--- src/hdl/tlet_pkg.sv ---
package tlet_pkg;

  localparam int unsigned DEFAULT_TEMP = 25;
  localparam int unsigned MDEG_RECIP   = 67109;
  localparam int unsigned MDEG_SHIFT   = 26;
  localparam int unsigned Q8_ONE       = 256;

  localparam logic [0:0] THERMAL_AWARE_RST = 1'b0;
  localparam logic [8:0] SMOOTHING_RST     = 9'd26;
  localparam logic [7:0] MIN_COUNT_RST     = 8'd1;

  typedef enum logic [1:0] {
    OP_PREDICT = 2'd0,
    OP_UPDATE  = 2'd1,
    OP_PROFILE = 2'd2,
    OP_NONE    = 2'd3
  } op_t;

  typedef enum logic [1:0] {
    CFG_THERMAL_AWARE = 2'd0,
    CFG_SMOOTHING     = 2'd1,
    CFG_MIN_COUNT     = 2'd2
  } cfg_index_t;

  typedef enum logic [3:0] {
    BS_CLEAR,
    BS_IDLE,
    BS_DECODE,
    BS_EXACT,
    BS_SRD,
    BS_CHK,
    BS_CALC,
    BS_MUL1,
    BS_MUL2,
    BS_SUM,
    BS_WRITE,
    BS_DONE
  } back_state_t;

endpackage

--- src/hdl/tlet_if.sv ---
interface tlet_in_if;
  logic        valid;
  logic        ready;
  logic [1:0]  opcode;
  logic [3:0]  model_slot;
  logic [16:0] temperature_mdeg;
  logic [31:0] measured_latency;

  modport source (output valid, opcode, model_slot, temperature_mdeg, measured_latency,
                  input ready);
  modport sink   (input valid, opcode, model_slot, temperature_mdeg, measured_latency,
                  output ready);
endinterface


--- src/hdl/tlet_front.sv ---
module tlet_front import tlet_pkg::*; #(
  parameter int unsigned MODEL_SLOTS = 16,
  parameter int unsigned TEMP_BINS   = 128,
  parameter int unsigned SLOT_W      = 4,
  parameter int unsigned TB_W        = 7,
  parameter int unsigned QW          = 2 + SLOT_W + 2 * TB_W + 32
) (
  input  logic          clk,
  input  logic          rst,
  input  logic          thermal_aware,
  tlet_in_if.sink       req,
  input  logic          q_full,
  output logic          q_push,
  output logic [QW-1:0] q_data
);

  logic [1:0]        fr_op;
  logic [3:0]        fr_slot;
  logic [16:0]       fr_mdeg;
  logic [31:0]       fr_lat;
  logic              fr_valid;
  logic [33:0]       prod;
  logic [7:0]        deg;
  logic [TB_W-1:0]   meas_t;
  logic [TB_W-1:0]   use_t;
  logic [SLOT_W-1:0] slot;

  function automatic logic [SLOT_W-1:0] wrap_slot(input logic [3:0] s);
    logic [SLOT_W-1:0] r;
    r = '0;
    for (int i = 0; i < 16; i++) begin
      if (s == 4'(i)) begin
        r = SLOT_W'(i % MODEL_SLOTS);
      end
    end
    return r;
  endfunction

  assign req.ready = !fr_valid || !q_full;
  assign q_push    = fr_valid && !q_full;

  assign prod   = 34'(fr_mdeg) * 34'(MDEG_RECIP);
  assign deg    = prod[MDEG_SHIFT +: 8];
  assign meas_t = (9'(deg) > 9'(TEMP_BINS - 1)) ? TB_W'(TEMP_BINS - 1) : TB_W'(deg);
  assign use_t  = thermal_aware ? meas_t : TB_W'(DEFAULT_TEMP);
  assign slot   = wrap_slot(fr_slot);
  assign q_data = {fr_op, slot, meas_t, use_t, fr_lat};

  always_ff @(posedge clk) begin
    if (rst) begin
      fr_valid <= 1'b0;
    end else if (req.valid && req.ready) begin
      fr_valid <= 1'b1;
    end else if (q_push) begin
      fr_valid <= 1'b0;
    end
    if (req.valid && req.ready) begin
      fr_op   <= req.opcode;
      fr_slot <= req.model_slot;
      fr_mdeg <= req.temperature_mdeg;
      fr_lat  <= req.measured_latency;
    end
  end

endmodule

--- src/flat_wrapper.sv ---
// flat-port wrapper written by rule: the top's interface ports become plain ports
module tlet_front_flat import tlet_pkg::*;
#(
  parameter int unsigned MODEL_SLOTS = 16,
  parameter int unsigned TEMP_BINS   = 128,
  parameter int unsigned SLOT_W      = 4,
  parameter int unsigned TB_W        = 7,
  parameter int unsigned QW          = 2 + SLOT_W + 2 * TB_W + 32
)
  (clk, rst, thermal_aware, q_full, q_push, q_data, req_valid, req_opcode, req_model_slot, req_temperature_mdeg, req_measured_latency, req_ready);
  tlet_in_if req_i ();
  input  logic clk;
  input  logic rst;
  input  logic thermal_aware;
  input  logic q_full;
  output logic q_push;
  output logic [QW-1:0] q_data;
  input wire logic [$bits(req_i.valid)-1:0] req_valid;
  input wire logic [$bits(req_i.opcode)-1:0] req_opcode;
  input wire logic [$bits(req_i.model_slot)-1:0] req_model_slot;
  input wire logic [$bits(req_i.temperature_mdeg)-1:0] req_temperature_mdeg;
  input wire logic [$bits(req_i.measured_latency)-1:0] req_measured_latency;
  output wire logic [$bits(req_i.ready)-1:0] req_ready;
  assign req_i.valid = req_valid;
  assign req_i.opcode = req_opcode;
  assign req_i.model_slot = req_model_slot;
  assign req_i.temperature_mdeg = req_temperature_mdeg;
  assign req_i.measured_latency = req_measured_latency;
  assign req_ready = req_i.ready;
  tlet_front #(.MODEL_SLOTS(MODEL_SLOTS), .TEMP_BINS(TEMP_BINS), .SLOT_W(SLOT_W), .TB_W(TB_W), .QW(QW)) u_core (.clk(clk), .rst(rst), .thermal_aware(thermal_aware), .req(req_i), .q_full(q_full), .q_push(q_push), .q_data(q_data));
endmodule
--- config.mk ---
export PLATFORM = sky130hd
export DESIGN_NAME = tlet_front_flat
export DESIGN_NICKNAME = d
export VERILOG_FILES = /design/src/hdl/tlet_pkg.sv /design/src/hdl/tlet_if.sv /design/src/hdl/tlet_front.sv /design/src/flat_wrapper.sv
export SDC_FILE = /design/constraint.sdc
export NUM_CORES = 1
export LEC_CHECK = 0
export BUFFER_PORTS_ARGS = -buffer_cell sky130_fd_sc_hd__buf_4
export CAP_MARGIN = 40
export CORE_MARGIN = 1.5
export CORE_UTILIZATION = 60
export DETAILED_ROUTE_END_ITERATION = 6
export PLACE_DENSITY = 0.87
export SYNTH_ARGS = -nofsm -noshare
export SYNTH_HDL_FRONTEND = slang
export SYNTH_SLANG_ARGS = --single-unit
--- constraint.sdc ---
create_clock -name clk -period 11.1 [get_ports clk]
set_input_delay 1.11 -clock clk [delete_from_list [all_inputs] [get_ports clk]]
set_output_delay 1.11 -clock clk [all_outputs]
set_load 0.005 [all_outputs]
Word-level counts from Yosys, hierarchy flattened --
Cells that the tools add are included.
Storage, ports and cells: bits in registers 56, input bits 60, output and inout port bits 54, word-level logic and storage cells 47
Cells by class: multiply operators 1, magnitude comparators 1, eq/ne operators 15, muxes and demuxes 19, reductions and logical operators 6
Operator list (number):
- $mul 17x17->34 const B | 1
- $eq 4x4->1 const B | 8
- $mux 4 | 8
- $eq 4x3->1 const B | 4
- $mux 7 | 2
- $mux 3 | 4
- $eq 4x2->1 const B | 2
- $gt 8x7->1 const B | 1
- $eq 4x1->1 const B | 1
- $mux 2 | 2
- $mux 1 | 3
- $logic_and 1x1->1 | 2
- $logic_not 1->1 | 2
- $reduce_bool 2->1 | 1
- $logic_or 1x1->1 | 1

Longest topological paths before layout --
depth after elaboration 16, mapped depth 18, gate-level depth less buffers 18

Least setup slack after synthesis --
OpenSTA, ideal clock, no wires.
path type register to output, start point reg u_core.fr_mdeg[6], end point out q_data[41], arrival 4835 ps, data required time 9990 ps, setup slack 5155 ps, stages on the path, launching flop included 19, buffers on the path 0, cell sequence edfxtp_1 > ha_1 > ha_1 > fa_1 > inv_1 > fa_1 > inv_1 > fa_1 > inv_1 > fa_1 > inv_1 > ha_1 > and4_2 > and4bb_2 > o21a_1 > nand4bb_1 > and3_1 > mux2i_1 > or2_1
Between the ends: longest elaborated chain between the ends 3
Ends and longest elaborated chain:
- from (decl) | RTL line tlet_front.sv:19 | logic [16:0] fr_mdeg;
- from (signal assigned) | RTL line tlet_front.sv:60 | fr_mdeg <= req.temperature_mdeg;
- $mul 17x17->34 (*) | RTL line tlet_front.sv:42 | assign prod = 34'(fr_mdeg) * 34'(MDEG_RECIP);
- $gt 8x7->1 | RTL line tlet_front.sv:44 | assign meas_t = (9'(deg) > 9'(TEMP_BINS - 1)) ? TB_W'(TEMP_BINS - 1) : TB_W'(deg);
- $mux 7 (*) | RTL line tlet_front.sv:44
- to (decl) | RTL line flat_wrapper.sv:17 | output logic [QW-1:0] q_data;
Mark *: on every way between the ends. The rest lies on a longest branch, timed or not.

Worst setup path in the final report --
Same ends and word-level chain as after synthesis.

==> results.json <==
{
  "mappedNetlistArea_sq_um": 5334,
  "worstPathRequired_ns": 9.99,
  "htree_levels": 2,
  "worstSetupEndpointType": "primary output",
  "dpl.hpwl_mm": 9.623,
  "power_density_nw_per_um2": 159.4,
  "drt-total-wl_mm": 11.26,
  "worst-slew-pin-transition_ns": 0.4938,
  "die_h_microns": 97.29,
  "die-width_microns": 97.29,
  "grt_max_degree": 36,
  "grt_pass1_wl_mm": 18.93,
  "clock_latency_ns": 0.31,
  "firstDrtPassIters": 4,
  "cts_made_buffers": 5,
  "rows": 34,
  "synth.distinct_cells": 44,
  "cp_max_fo": 6,
  "fmax_mhz": 149.6,
  "post_cts.repair.setup_buffers": 0,
  "timing.final.crit_share_pct": 60.23,
  "layout-drive-gt1-share_pct": 24.20,
  "gp_congestion": 0.9505,
  "post-place-cells": 666,
  "path_class": "reg -> out",
  "port_buffers": 113,
  "max_stage_delay_ns": 0.53,
  "grt_pass1_vias": 4131,
  "finClkSkew_ns": 0.01199,
  "peakVddDrop_uv": 149.9,
  "final_core_util_pct": 73.90,
  "synth_edf_count": 55,
  "synth_largest_area_cell": "ha_1",
  "placed_area_sq_um": 6324,
  "max-cap-violations": 0,
  "area_growth_pct": 20.24,
  "relSlewSlack_pct": 67.08,
  "ys_seq_area_share_pct": 31.34,
  "initial_utilization_pct": 61.46,
  "nFillCells": 567,
  "ios": 114,
  "grt-ovfl-total": 0,
  "startpoint_type": "register",
  "report.final.slew_viol_count": 0,
  "fin_crit_ns": 6.686,
  "vias_per_cell": 5.352,
  "synthTopCellsByArea": "ha_1, edfxtp_1, fa_1, inv_1, a21oi_1",
  "num_vias": 3607,
  "cts_tree": "built",
  "grt_util_all_layers_pct": 24.89,
  "crit_arrival_ns": 5.58,
  "hold_viol_final": 0,
  "rsz0062_at_grt": "false",
  "stdcell_count": 674,
  "layout_common_cells": "ha_1, buf_4, inv_1, edfxtp_1, fa_1",
  "setup_viol": 0,
  "totalPowerFinal_uw": 1022,
  "syn_inst": 448,
  "first_iter_violations": 79,
  "hold_buffers": 0,
  "core_sq_um": 8678,
  "clkSlewWorstSetupHoldPaths_ns": 0.10,
  "p_leak_uw": 0.003290,
  "cpMaxStageDelayCell": "fa_1",
  "async_reset_ff_share_pct": 0,
  "ys_seq_elements": 56,
  "status": "complete, no violations",
  "fin_nets": 805,
  "synth_top_area_share_pct": 32.37,
  "final_common_cell": "ha_1",
  "syn_nets": 688,
  "wl_per_cell_microns": 16.70,
  "synth-main-ff-cell": "edfxtp_1",
  "post-route-drc-count": 0,
  "avgSynthCellArea_sq_um": 11.91,
  "cts-root-buf": "clkbuf_8",
  "cts_sinks": 56,
  "post_cts_resized": 0,
  "fin_area_sq_um": 6414,
  "ant_nets": 0,
  "num_antenna_cells": 0,
  "min_path_type": "reg -> reg",
  "crit_chain": "ha_1 > ha_1 > fa_1 > inv_1 > fa_1 > inv_1 > fa_1 > inv_1 > fa_1 > inv_1 > ha_1 > and4_2 > and4bb_2 > o21a_1 > nand4bb_1 > and3_1 > mux2i_1 > or2_1 > buf_4",
  "yosys_warnings": 0,
  "antenna_found_initial": 0,
  "clockBufferDepth": 2,
  "die-area_sq_um": 9464,
  "finalSetupTns_ns": 0
}
==> cell type report <==
type | instances | area [sq um] | area share [%]
Clock buffer | 5 | 68.82 | 1.073
Inverter | 101 | 379.1 | 5.911
Multi-Input combinational cell | 287 | 3269 | 50.98
Clock inverter | 3 | 21.27 | 0.3316
Tap cell | 108 | 135.1 | 2.107
Sequential cell | 56 | 1672 | 26.06
Timing Repair Buffer | 114 | 868.3 | 13.54
==> cell usage after synthesis (2+ instances only) <==
master / count
ha_1: 138
inv_1: 101
edfxtp_1: 55
fa_1: 42
a21oi_1: 16
nand2_1: 15
nor2_1: 12
nand3_1: 6
nor3_1: 5
o21ai_0: 5
clkbuf_1: 4
o21a_1: 4
o21ai_2: 4
and2_1: 3
mux2i_1: 3
nand4_1: 3
a21o_1: 2
o21ai_1: 2
o22ai_1: 2
xnor2_1: 2
==> logic make-up after synthesis <==
logic type	after synthesis	share of synthesized area, %
AO/OA/AOI/OAI	48	6.685
XOR/XNOR	3	0.4927
AND/OR/NAND/NOR	53	5.395
adder cells (fa/ha/maj)	180	48.14
multiplexers	3	0.5630
buffers and inverters	105	7.389
flip-flops	56	31.34
==> where the power goes <==
part / total, uW / switching (uW) / internal (uW)
sequential: 259 / 12.0 / 247
clock: 111 / 66.0 / 44.9
combinational: 652 / 364 / 288
==> critical path: cells and delay by family, from the launching register on <==
kind	cells	cell delay, ns
muxes	1	0.14
and+or+nand+nor	5	1.18
adders and majority gates	7	2.96
AOI/OAI and AO/OA	1	0.14
buffers and inverters	5	0.34
DFF	1	0.51
==> stage by stage <==
step	hold slack (ns)	setup WS (ns)
4_1_cts	0.5518	4.409
3_3_place_gp	0.4891	4.890
2_1_floorplan	0.4653	5.155
3_5_place_dp	0.5362	4.767
6_report	0.5554	4.414
5_1_grt	0.5978	4.186
==> path summary, 6_finish.rpt <==
kind / start / endpoint / slack (ns) / cells past startpoint
max: u_core.fr_mdeg[6] / q_data[41] / 4.41 / 19
min: u_core.fr_valid / u_core.fr_valid / 0.56 / 2
max reg2reg: u_core.fr_valid / u_core.fr_lat[9] / 9.62 / 3
min reg2reg: u_core.fr_valid / u_core.fr_valid / 0.56 / 2
==> state kept, by name (all words and copies together), names as in the netlist <==
signal / count
u_core.fr_valid: 1
u_core.fr_op: 2
u_core.fr_slot: 4
u_core.fr_mdeg: 17
u_core.fr_lat: 32
==> layer usage <==
| layer | up-vias | wire [microns] | GRT usage (%) |
|---|---|---|---|
| li1 | 1773 | - | - |
| met1 | 1708 | 4653 | 30.24 |
| met2 | 109 | 5820 | 46.42 |
| met3 | 17 | 616 | 4.532 |
| met4 | 0 | 168 | 4.725 |
| met5 | - | 0 | 0 |
Note: power is estimated with default switching activity, not from simulation.
