[config.mk]
export PLATFORM = sky130hd
export DESIGN_NAME = tlet_queue
export DESIGN_NICKNAME = d
export VERILOG_FILES = /design/src/hdl/tlet_queue.sv
export SDC_FILE = /design/constraint.sdc
export NUM_CORES = 1
export LEC_CHECK = 0
export BUFFER_PORTS_ARGS = -buffer_cell sky130_fd_sc_hd__buf_2
export CAP_MARGIN = 10
export CORE_ASPECT_RATIO = 1.75
export CORE_MARGIN = 2
export CORE_UTILIZATION = 45
export DETAILED_ROUTE_END_ITERATION = 10
export HOLD_SLACK_MARGIN = 0.03
export PLACE_DENSITY = 0.7
export SYNTH_ARGS = -nofsm -noshare
export SYNTH_HDL_FRONTEND = slang
export SYNTH_SLANG_ARGS = --single-unit
[constraint.sdc]
create_clock -name clk -period 13.6 [get_ports clk]
set_input_delay 0.68 -clock clk [delete_from_list [all_inputs] [get_ports clk]]
set_output_delay 0.68 -clock clk [all_outputs]
set_load 0.005 [all_outputs]
[src/hdl/tlet_queue.sv]
module tlet_queue #(
  parameter int unsigned WIDTH = 50
) (
  input  logic             clk,
  input  logic             rst,
  input  logic             push,
  input  logic [WIDTH-1:0] push_data,
  output logic             full,
  input  logic             pop,
  output logic [WIDTH-1:0] pop_data,
  output logic             empty
);

  logic [WIDTH-1:0] slots [2];
  logic             wr_ptr;
  logic             rd_ptr;
  logic [1:0]       count;

  assign full     = (count == 2'd2);
  assign empty    = (count == 2'd0);
  assign pop_data = slots[rd_ptr];

  always_ff @(posedge clk) begin
    if (rst) begin
      wr_ptr <= 1'b0;
      rd_ptr <= 1'b0;
      count  <= 2'd0;
    end else begin
      if (push && !full) begin
        slots[wr_ptr] <= push_data;
        wr_ptr        <= ~wr_ptr;
      end
      if (pop && !empty) begin
        rd_ptr <= ~rd_ptr;
      end
      count <= count + {1'b0, push && !full} - {1'b0, pop && !empty};
    end
  end

endmodule

# --- After elaboration in Yosys (flattened, before gate mapping) ---
# Memories as Yosys holds them, arrays and structs flattened. A register that Yosys moved wholly into a read port is not among the register bits.
# Cells that the tools add are included.
classes:
  n_addsub: 2
  eq_ne: 1
  n_mux: 5
  bitwise_logic: 2
  n_reduce_logical: 5
op_table:
  columns: ["op", "n"]
  rows:
  - ["1-bit 2-to-1 mux", 5]
  - ["2-bit by 1-bit adder with 2-bit output", 1]
  - ["2-bit == test (second input constant)", 1]
  - ["1-bit logical AND", 2]
  - ["1-bit zero test", 2]
  - ["2-bit zero test", 1]
  - ["1-bit inverter", 2]
  - ["2-bit by 1-bit subtractor with 2-bit output", 1]
totals:
  ff_bits: 4
  ramBits: 100
  inputBits: 54
  output_inout_bits: 52
  elab_cells: 19
  mem_count: 1
mem_list:
  columns: ["memory", "words", "width", "read_ports", "rd_ports_with_merged_regs", "write_ports", "line", "rtl"]
  rows:
  - ["slots", 2, 50, 1, 1, 1, "14", "logic [WIDTH-1:0] slots [2];"]

# --- Logic depth before layout (Yosys ltp) ---
# Gate-level depths: netlist (run 1).
depth:
  word_depth: 6
  depth_mapped: 8
  ltp_nobuf: 8

# --- Worst setup path before layout (run 1) ---
# Ideal clock, no wire load.
synth_timing:
  path_type: "input to register"
  start: "in push"
  end: "mem slots[1][0], enable pin"
  setup_time_ns: 0.531
  arrival_time_ns: 4.417
  t_required_ns: 13.069
  path_slack_ns: 8.653
  stages: 2
  n_path_buf: 0
  cell_sequence: "nand2b_4 > nor3b_1"
synth_via:
  elab_chain_cells: 4
synth_rtl:
  columns: ["item", "line", "rtl"]
  rows:
  - ["start: declaration", "6", "input logic push,"]
  - ["1-bit logical AND", "29", "if (push && !full) begin"]
  - ["1-bit 2-to-1 mux", "29", null]
  - ["1-bit 2-to-1 mux", "24", "if (rst) begin"]
  - ["1-bit 2-to-1 mux (not written as such)", "30", "slots[wr_ptr] <= push_data;"]
  - ["end: declaration", "14", null]
# Every way passes these cells.

==> results.py, run 1 <==
metrics = {
    "status": {
        "outcome": "completed",
    },
    "global_route": {
        "grt_max_degree": 51,
        "grt_pass1_vias": 1970,
        "grt_pass1_wl_um": 9687,
        "grt_usage_pct": 14.30,
        "grt_overflow": 0,
        "antenna_found_initial": 0,
    },
    "logic_synthesis": {
        "ys_ff_latch": 105,
        "yosys.area.top_type": "edfxtp_1",
        "synthTopCellsByArea": "edfxtp_1 77%, mux2_2 13%, dfxtp_1 2.6%",
        "yosysUniqueCellTypes": 19,
        "synth_edf_count": 100,
        "yosysMostFrequentCell": "edfxtp_1",
        "ys_seq_area_share_pct": 79.97,
        "async_flop_share_pct": 0,
        "synth_commonest_cells": "100 x edfxtp_1, 46 x mux2_2, 5 x buf_6, 5 x dfxtp_1, 5 x nor2_1",
        "synth_area_um2": 3880,
        "syn_inst": 181,
        "synth_nets": 237,
        "synth-main-ff-cell": "edfxtp_1",
        "yosys_warnings": 0,
        "yosysTopAreaCellShare_pct": 77.39,
        "syn_area_per_cell_um2": 21.44,
    },
    "die": {
        "initial_core_util_pct": 46.67,
        "die_area_um2": 9410,
        "die_h_um": 126.8,
        "coreArea_um2": 8313,
        "io_pins": 106,
        "num_rows": 44,
        "die_width_um": 74.19,
    },
    "clock_network": {
        "ctsHoldBuffers": 0,
        "clkSinkCount": 105,
        "clockBufferDepth": 2,
        "ctsHtreeMaxLevel": 3,
        "cts_setup_buffers": 0,
        "cts-buffers-inserted": 9,
        "insertion_delay_ps": 330,
        "clkTransAtPathRegs_ps": 60,
        "tritoncts": "done",
        "cts_resized": 0,
        "clock_tree.root_cell": "clkbuf_16",
    },
    "critical_path": {
        "crit_path_top_delay_cell": "dfxtp_2",
        "cp_num_buf_inv": 1,
        "start_kind": "flip-flop",
        "end_kind": "output pin",
        "cp_cell_sequence": "mux2_2 > buf_2",
        "cpPeakStageDelay_ps": 1100,
        "cp.required_ps": 12920,
        "cp.arrival_ps": 2050,
        "crit_type": "reg -> out",
        "worst-path-max-fanout": 50,
        "critPathTopFamily": "flip-flops",
    },
    "finish": {
        "fin_nets": 351,
        "stdcell_count": 414,
        "diodes": 0,
        "area_growth_pct": 23.86,
        "drive_gt1_share_pct": 58.19,
    },
    "place": {
        "dp.final_hpwl_um": 4373,
        "place_congestion": 0.7227,
        "dp.cells": 399,
        "port_buffers": 105,
    },
    "power": {
        "ir_drop_mv": 0.09923,
        "pwr-share-comb_pct": 19.3,
        "p_leak_nw": 1.789,
        "power_density_nw_per_um2": 170.5,
        "clkPwrFrac_pct": 29.3,
        "p_int_uw": 626.7,
        "switchingPower_uw": 192.7,
        "switching_share_pct": 23.52,
        "seqPwrFrac_pct": 51.5,
    },
    "sta": {
        "finalSetupViolations": 0,
        "hold_violations": 0,
        "max_freq_ghz": 0.3666,
        "period_minus_slack_ps": 2728,
        "fin_skew_ps": 5.063,
        "final.setup.tns_ps": 0,
        "hold_ws_ps": 535.0,
        "slew_headroom_pct": 20.37,
        "min_period_over_period_pct": 20.06,
        "slew_viol_final": 0,
        "rsz0062_at_grt": "false",
        "tightest_slew_ps": 1194,
    },
    "route": {
        "avgRoutedWirePerCell_um": 15.74,
        "wl_met3_um": 346,
        "dr.max_layer_used": "met4",
        "drt-total-wl_um": 6518,
        "met1Wirelength_um": 2338,
        "avgViaCountPerCell": 4.758,
        "post-route-drc-count": 0,
        "drt_iter0_drc": 163,
        "vias": 1970,
        "drt-pass1-iter-count": 4,
        "ant_nets": 0,
        "wl_met2_um": 3724,
    },
    "job": {
        "maxCapViolations": 0,
    },
    "hold_path": {
        "hold_path_class": "in -> reg",
    },
}
## stage by stage
| step | worst slack (ps) | util (%) | instance area, µm² | power, mW |
|---|---|---|---|---|
| final | 10870 | 57.81 | 4806 | 0.8194 |
| after CTS | 10800 | 57.81 | 4806 | 0.8332 |
| after floorplan | 8653 | - | 3880 | 0.5296 |
| after global routing | 10750 | 57.81 | 4806 | 0.8616 |
| after detailed placement | 11180 | 54.49 | 4529 | 0.5925 |
| after global placement | 11170 | 54.49 | 4529 | 0.5884 |
## power groups by stage
stage | Sequential [mW] | Clock [mW] | Combinational (mW)
after global placement | 0.429 | 0 | 0.159
after global routing | 0.427 | 0.261 | 0.174
after detailed placement | 0.431 | 0 | 0.162
after floorplan | 0.408 | 0 | 0.122
final | 0.422 | 0.240 | 0.158
after CTS | 0.424 | 0.246 | 0.163
## worst paths after layout
kind / startpoint / end / slack (ps) / cells past startpoint
min: push_data[38] / slots[1][38] / 540 / 1
min reg2reg: count[1] / count[1] / 540 / 2
max: flip-flop / pop_data[41] / 10870 / 2
max reg2reg: count[0] / count[1] / 11940 / 8
## flip-flops by register name, indices dropped and copies added, names as in the netlist, named ones only
signal,flops
slots,100
count,2
rd_ptr,1
wr_ptr,1
## kinds of logic after synthesis
family	Yosys count	share of synthesized area [%]
flops	105	79.97
mux	51	14.90
simple gates	13	2.161
buf+inv	7	1.677
xor+xnor	2	0.4515
fa+ha+maj	2	0.6449
compound gates	1	0.1936
## per-layer routing
metal  vias up  GRT usage, %
met4         0         6.738
met3         8         4.607
li1        938             -
met1       968         15.62
met2        56         24.42
met5         -             0
## layout by cell type, fill, tap and decap left out, types with 2 or more instances in the layout
master / count
buf_2: 105
edfxtp_1: 100
mux2_2: 46
clkbuf_16: 9
nor2_1: 5
mux2_1: 4
dfxtp_1: 4
buf_4: 4
nor2b_1: 2
ha_1: 2
clkinv_1: 2
clkinv_2: 2
## cell type report
| cell class | count | area, µm² |
|---|---|---|
| multi-input cells | 69 | 721.9 |
| flip-flops and latches | 105 | 3104 |
| inverters | 1 | 3.754 |
| well taps | 115 | 143.9 |
| clock inverters | 5 | 47.55 |
| fillers | 651 | 3507 |
| clock buffers | 10 | 229.0 |
| repair buffers | 109 | 555.5 |
Power figures use the tool's default switching activity.
==> inputs of run 2 (changes only) <==
--- a/config.mk
+++ b/config.mk
@@ -12,7 +12,7 @@
 export CORE_UTILIZATION = 45
 export DETAILED_ROUTE_END_ITERATION = 10
 export HOLD_SLACK_MARGIN = 0.03
-export PLACE_DENSITY = 0.7
+export PLACE_DENSITY = 0.73
 export SYNTH_ARGS = -nofsm -noshare
 export SYNTH_HDL_FRONTEND = slang
 export SYNTH_SLANG_ARGS = --single-unit
==> constraint.sdc (replaced) <==
create_clock -name clk -period 2.2 [get_ports clk]
set_input_delay 0.11 -clock clk [delete_from_list [all_inputs] [get_ports clk]]
set_output_delay 0.11 -clock clk [all_outputs]
set_load 0.005 [all_outputs]
==> results.py, run 2 (synthesis results as in run 1) <==
metrics = {
    "die": {
        "num_rows": 44,
        "die_width_um": 74.19,
        "initial_core_util_pct": 46.67,
        "die_area_um2": 9410,
        "coreArea_um2": 8313,
        "io_pins": 106,
        "die_h_um": 126.8,
    },
    "clock_network": {
        "clock_tree.root_cell": "clkbuf_16",
        "clockBufferDepth": 2,
        "tritoncts": "done",
        "insertion_delay_ps": 330,
        "cts_setup_buffers": 0,
        "clkTransAtPathRegs_ps": 60,
        "cts-buffers-inserted": 9,
        "clkSinkCount": 105,
        "ctsHtreeMaxLevel": 3,
    },
    "finish": {
        "largest_reg_flops": 100,
        "layout_commonest_cell": "buf_2",
        "design_area_um2": 5349,
        "area_growth_pct": 37.86,
        "drive_gt1_share_pct": 50.00,
        "largest_registers": "slots: 100 flops, count: 2 flops",
        "regMostFlops": "slots",
        "fin_nets": 401,
        "final_cell_mix": "105 x buf_2, 100 x edfxtp_1, 50 x dlygate4sd3_1, 46 x mux2_2, 9 x clkbuf_16",
        "diodes": 0,
        "final_core_util_pct": 64.34,
    },
    "job": {
        "maxCapViolations": 0,
    },
    "critical_path": {
        "r2r-end": "count[1]",
        "cp.required_ps": 2450,
        "crit_start": "count[1]",
        "timing.rr.start": "count[1]",
        "crit_path_end": "count[1]",
        "cp.arrival_ps": 1920,
        "start_kind": "flip-flop",
        "worst-path-max-fanout": 5,
        "crit_type": "reg -> reg",
        "r2r_cells": 8,
        "end_kind": "flip-flop",
        "r2r_setup_slack_ps": 530,
    },
    "sta": {
        "period_minus_slack_ps": 1672,
        "hold_ws_ps": 88.21,
        "tightest_slew_ps": 372.2,
        "rsz0062_at_grt": "false",
        "hold_violations": 0,
        "max_freq_ghz": 0.5980,
        "slew_headroom_pct": 75.19,
        "min_period_over_period_pct": 76.01,
        "finalSetupViolations": 0,
        "fin_skew_ps": 5.289,
        "slew_viol_final": 0,
        "final.setup.tns_ps": 0,
    },
    "route": {
        "drt_iter0_drc": 120,
        "ant_nets": 0,
        "drt-pass1-iter-count": 4,
        "avgViaCountPerCell": 4.652,
        "avgRoutedWirePerCell_um": 15.55,
        "vias": 2163,
        "post-route-drc-count": 0,
        "drt-total-wl_um": 7229,
    },
    "power": {
        "p_leak_nw": 2.009,
        "p_int_mw": 3.969,
        "clkPwrFrac_pct": 28.8,
        "pwr-share-comb_pct": 23.5,
        "ir_drop_mv": 0.7224,
        "switchingPower_mw": 1.249,
        "switching_share_pct": 23.94,
        "seqPwrFrac_pct": 47.7,
        "power_density_nw_per_um2": 975.5,
    },
    "global_route": {
        "grt_pass1_vias": 2236,
        "grt_usage_pct": 16.11,
        "grt_pass1_wl_um": 10960,
        "antenna_found_initial": 0,
        "grt_overflow": 0,
        "grt_max_degree": 51,
    },
    "place": {
        "place_congestion": 0.6998,
        "dpl-instance-area_um2": 4569,
        "dp.final_hpwl_um": 4456,
        "port_buffers": 105,
    },
    "hold_path": {
        "hold_depth": 2,
        "hold_path_class": "in -> reg",
    },
    "status": {
        "outcome": "completed",
    },
}
run 2: cell types whose count changed in the layout (fill, tap and decap cells not counted), sizes merged:
cell and delta:
clkbuf +1, dlygate4sd3 +50
run 2: timing repair:
item                                    in CTS  in global routing
hold endpoints to repair                   100                  0
hold buffers                                50                  0
endpoints found under the setup margin       0                  0
gates resized for setup                      0                  0
run 2: final cells by class:
| cell class | count | area (µm²) |
|---|---|---|
| sequential | 105 | 3107 |
| fill | 605 | 2964 |
| timing repair buffer | 159 | 1081 |
| multi-input combinational | 69 | 734.5 |
| clock buffer | 11 | 232.7 |
| tap | 115 | 143.9 |
| clock inverter | 5 | 46.29 |
| inverter | 1 | 3.754 |
run 2: worst max-delay path, stage by stage, from the launching register on:
cell,delay [ps]
dfxtp_2,340
nor2b_4,120
nand2b_4,170
ha_1,280
inv_1,40
ha_1,180
xor2_1,150
and2_2,190
nor3_1,120
run 2: through the flow:
stage | std cells | setup WS (ps) | total power [mW]
after floorplan | 181 | -148.7 | 3.275
after global placement | 399 | 594.0 | 3.676
after detailed placement | 399 | 525.9 | 3.709
after CTS | 465 | 511.2 | 5.275
after global routing | 465 | 422.5 | 5.467
final | 465 | 527.9 | 5.218
run 2: metal layers:
layer	share of wire (%)	global-route usage, %
met4	3.3	8.663
met3	3.6	3.971
met1	39	17.86
met5	0	0
met2	54	27.57
run 2: how the worst min path moves through the flow:
stage | endpoint | from | slack (ps)
finish | rd_ptr | rst | 90
detailed placement | slots[1][39] | push_data[39] | 300
global placement | slots[1][17] | push_data[17] | 300
floorplan | count[0] | rst | 170
global route | count[0] | rst | 100
CTS | rd_ptr | rst | 80
run 2: power groups by stage:
stage | Clock [mW] | Combinational, mW | Sequential (mW)
after global routing | 1.62 | 1.34 | 2.51
after floorplan | 0 | 0.762 | 2.51
final | 1.50 | 1.23 | 2.49
after detailed placement | 0 | 1.18 | 2.53
after global placement | 0 | 1.16 | 2.52
after CTS | 1.53 | 1.25 | 2.49
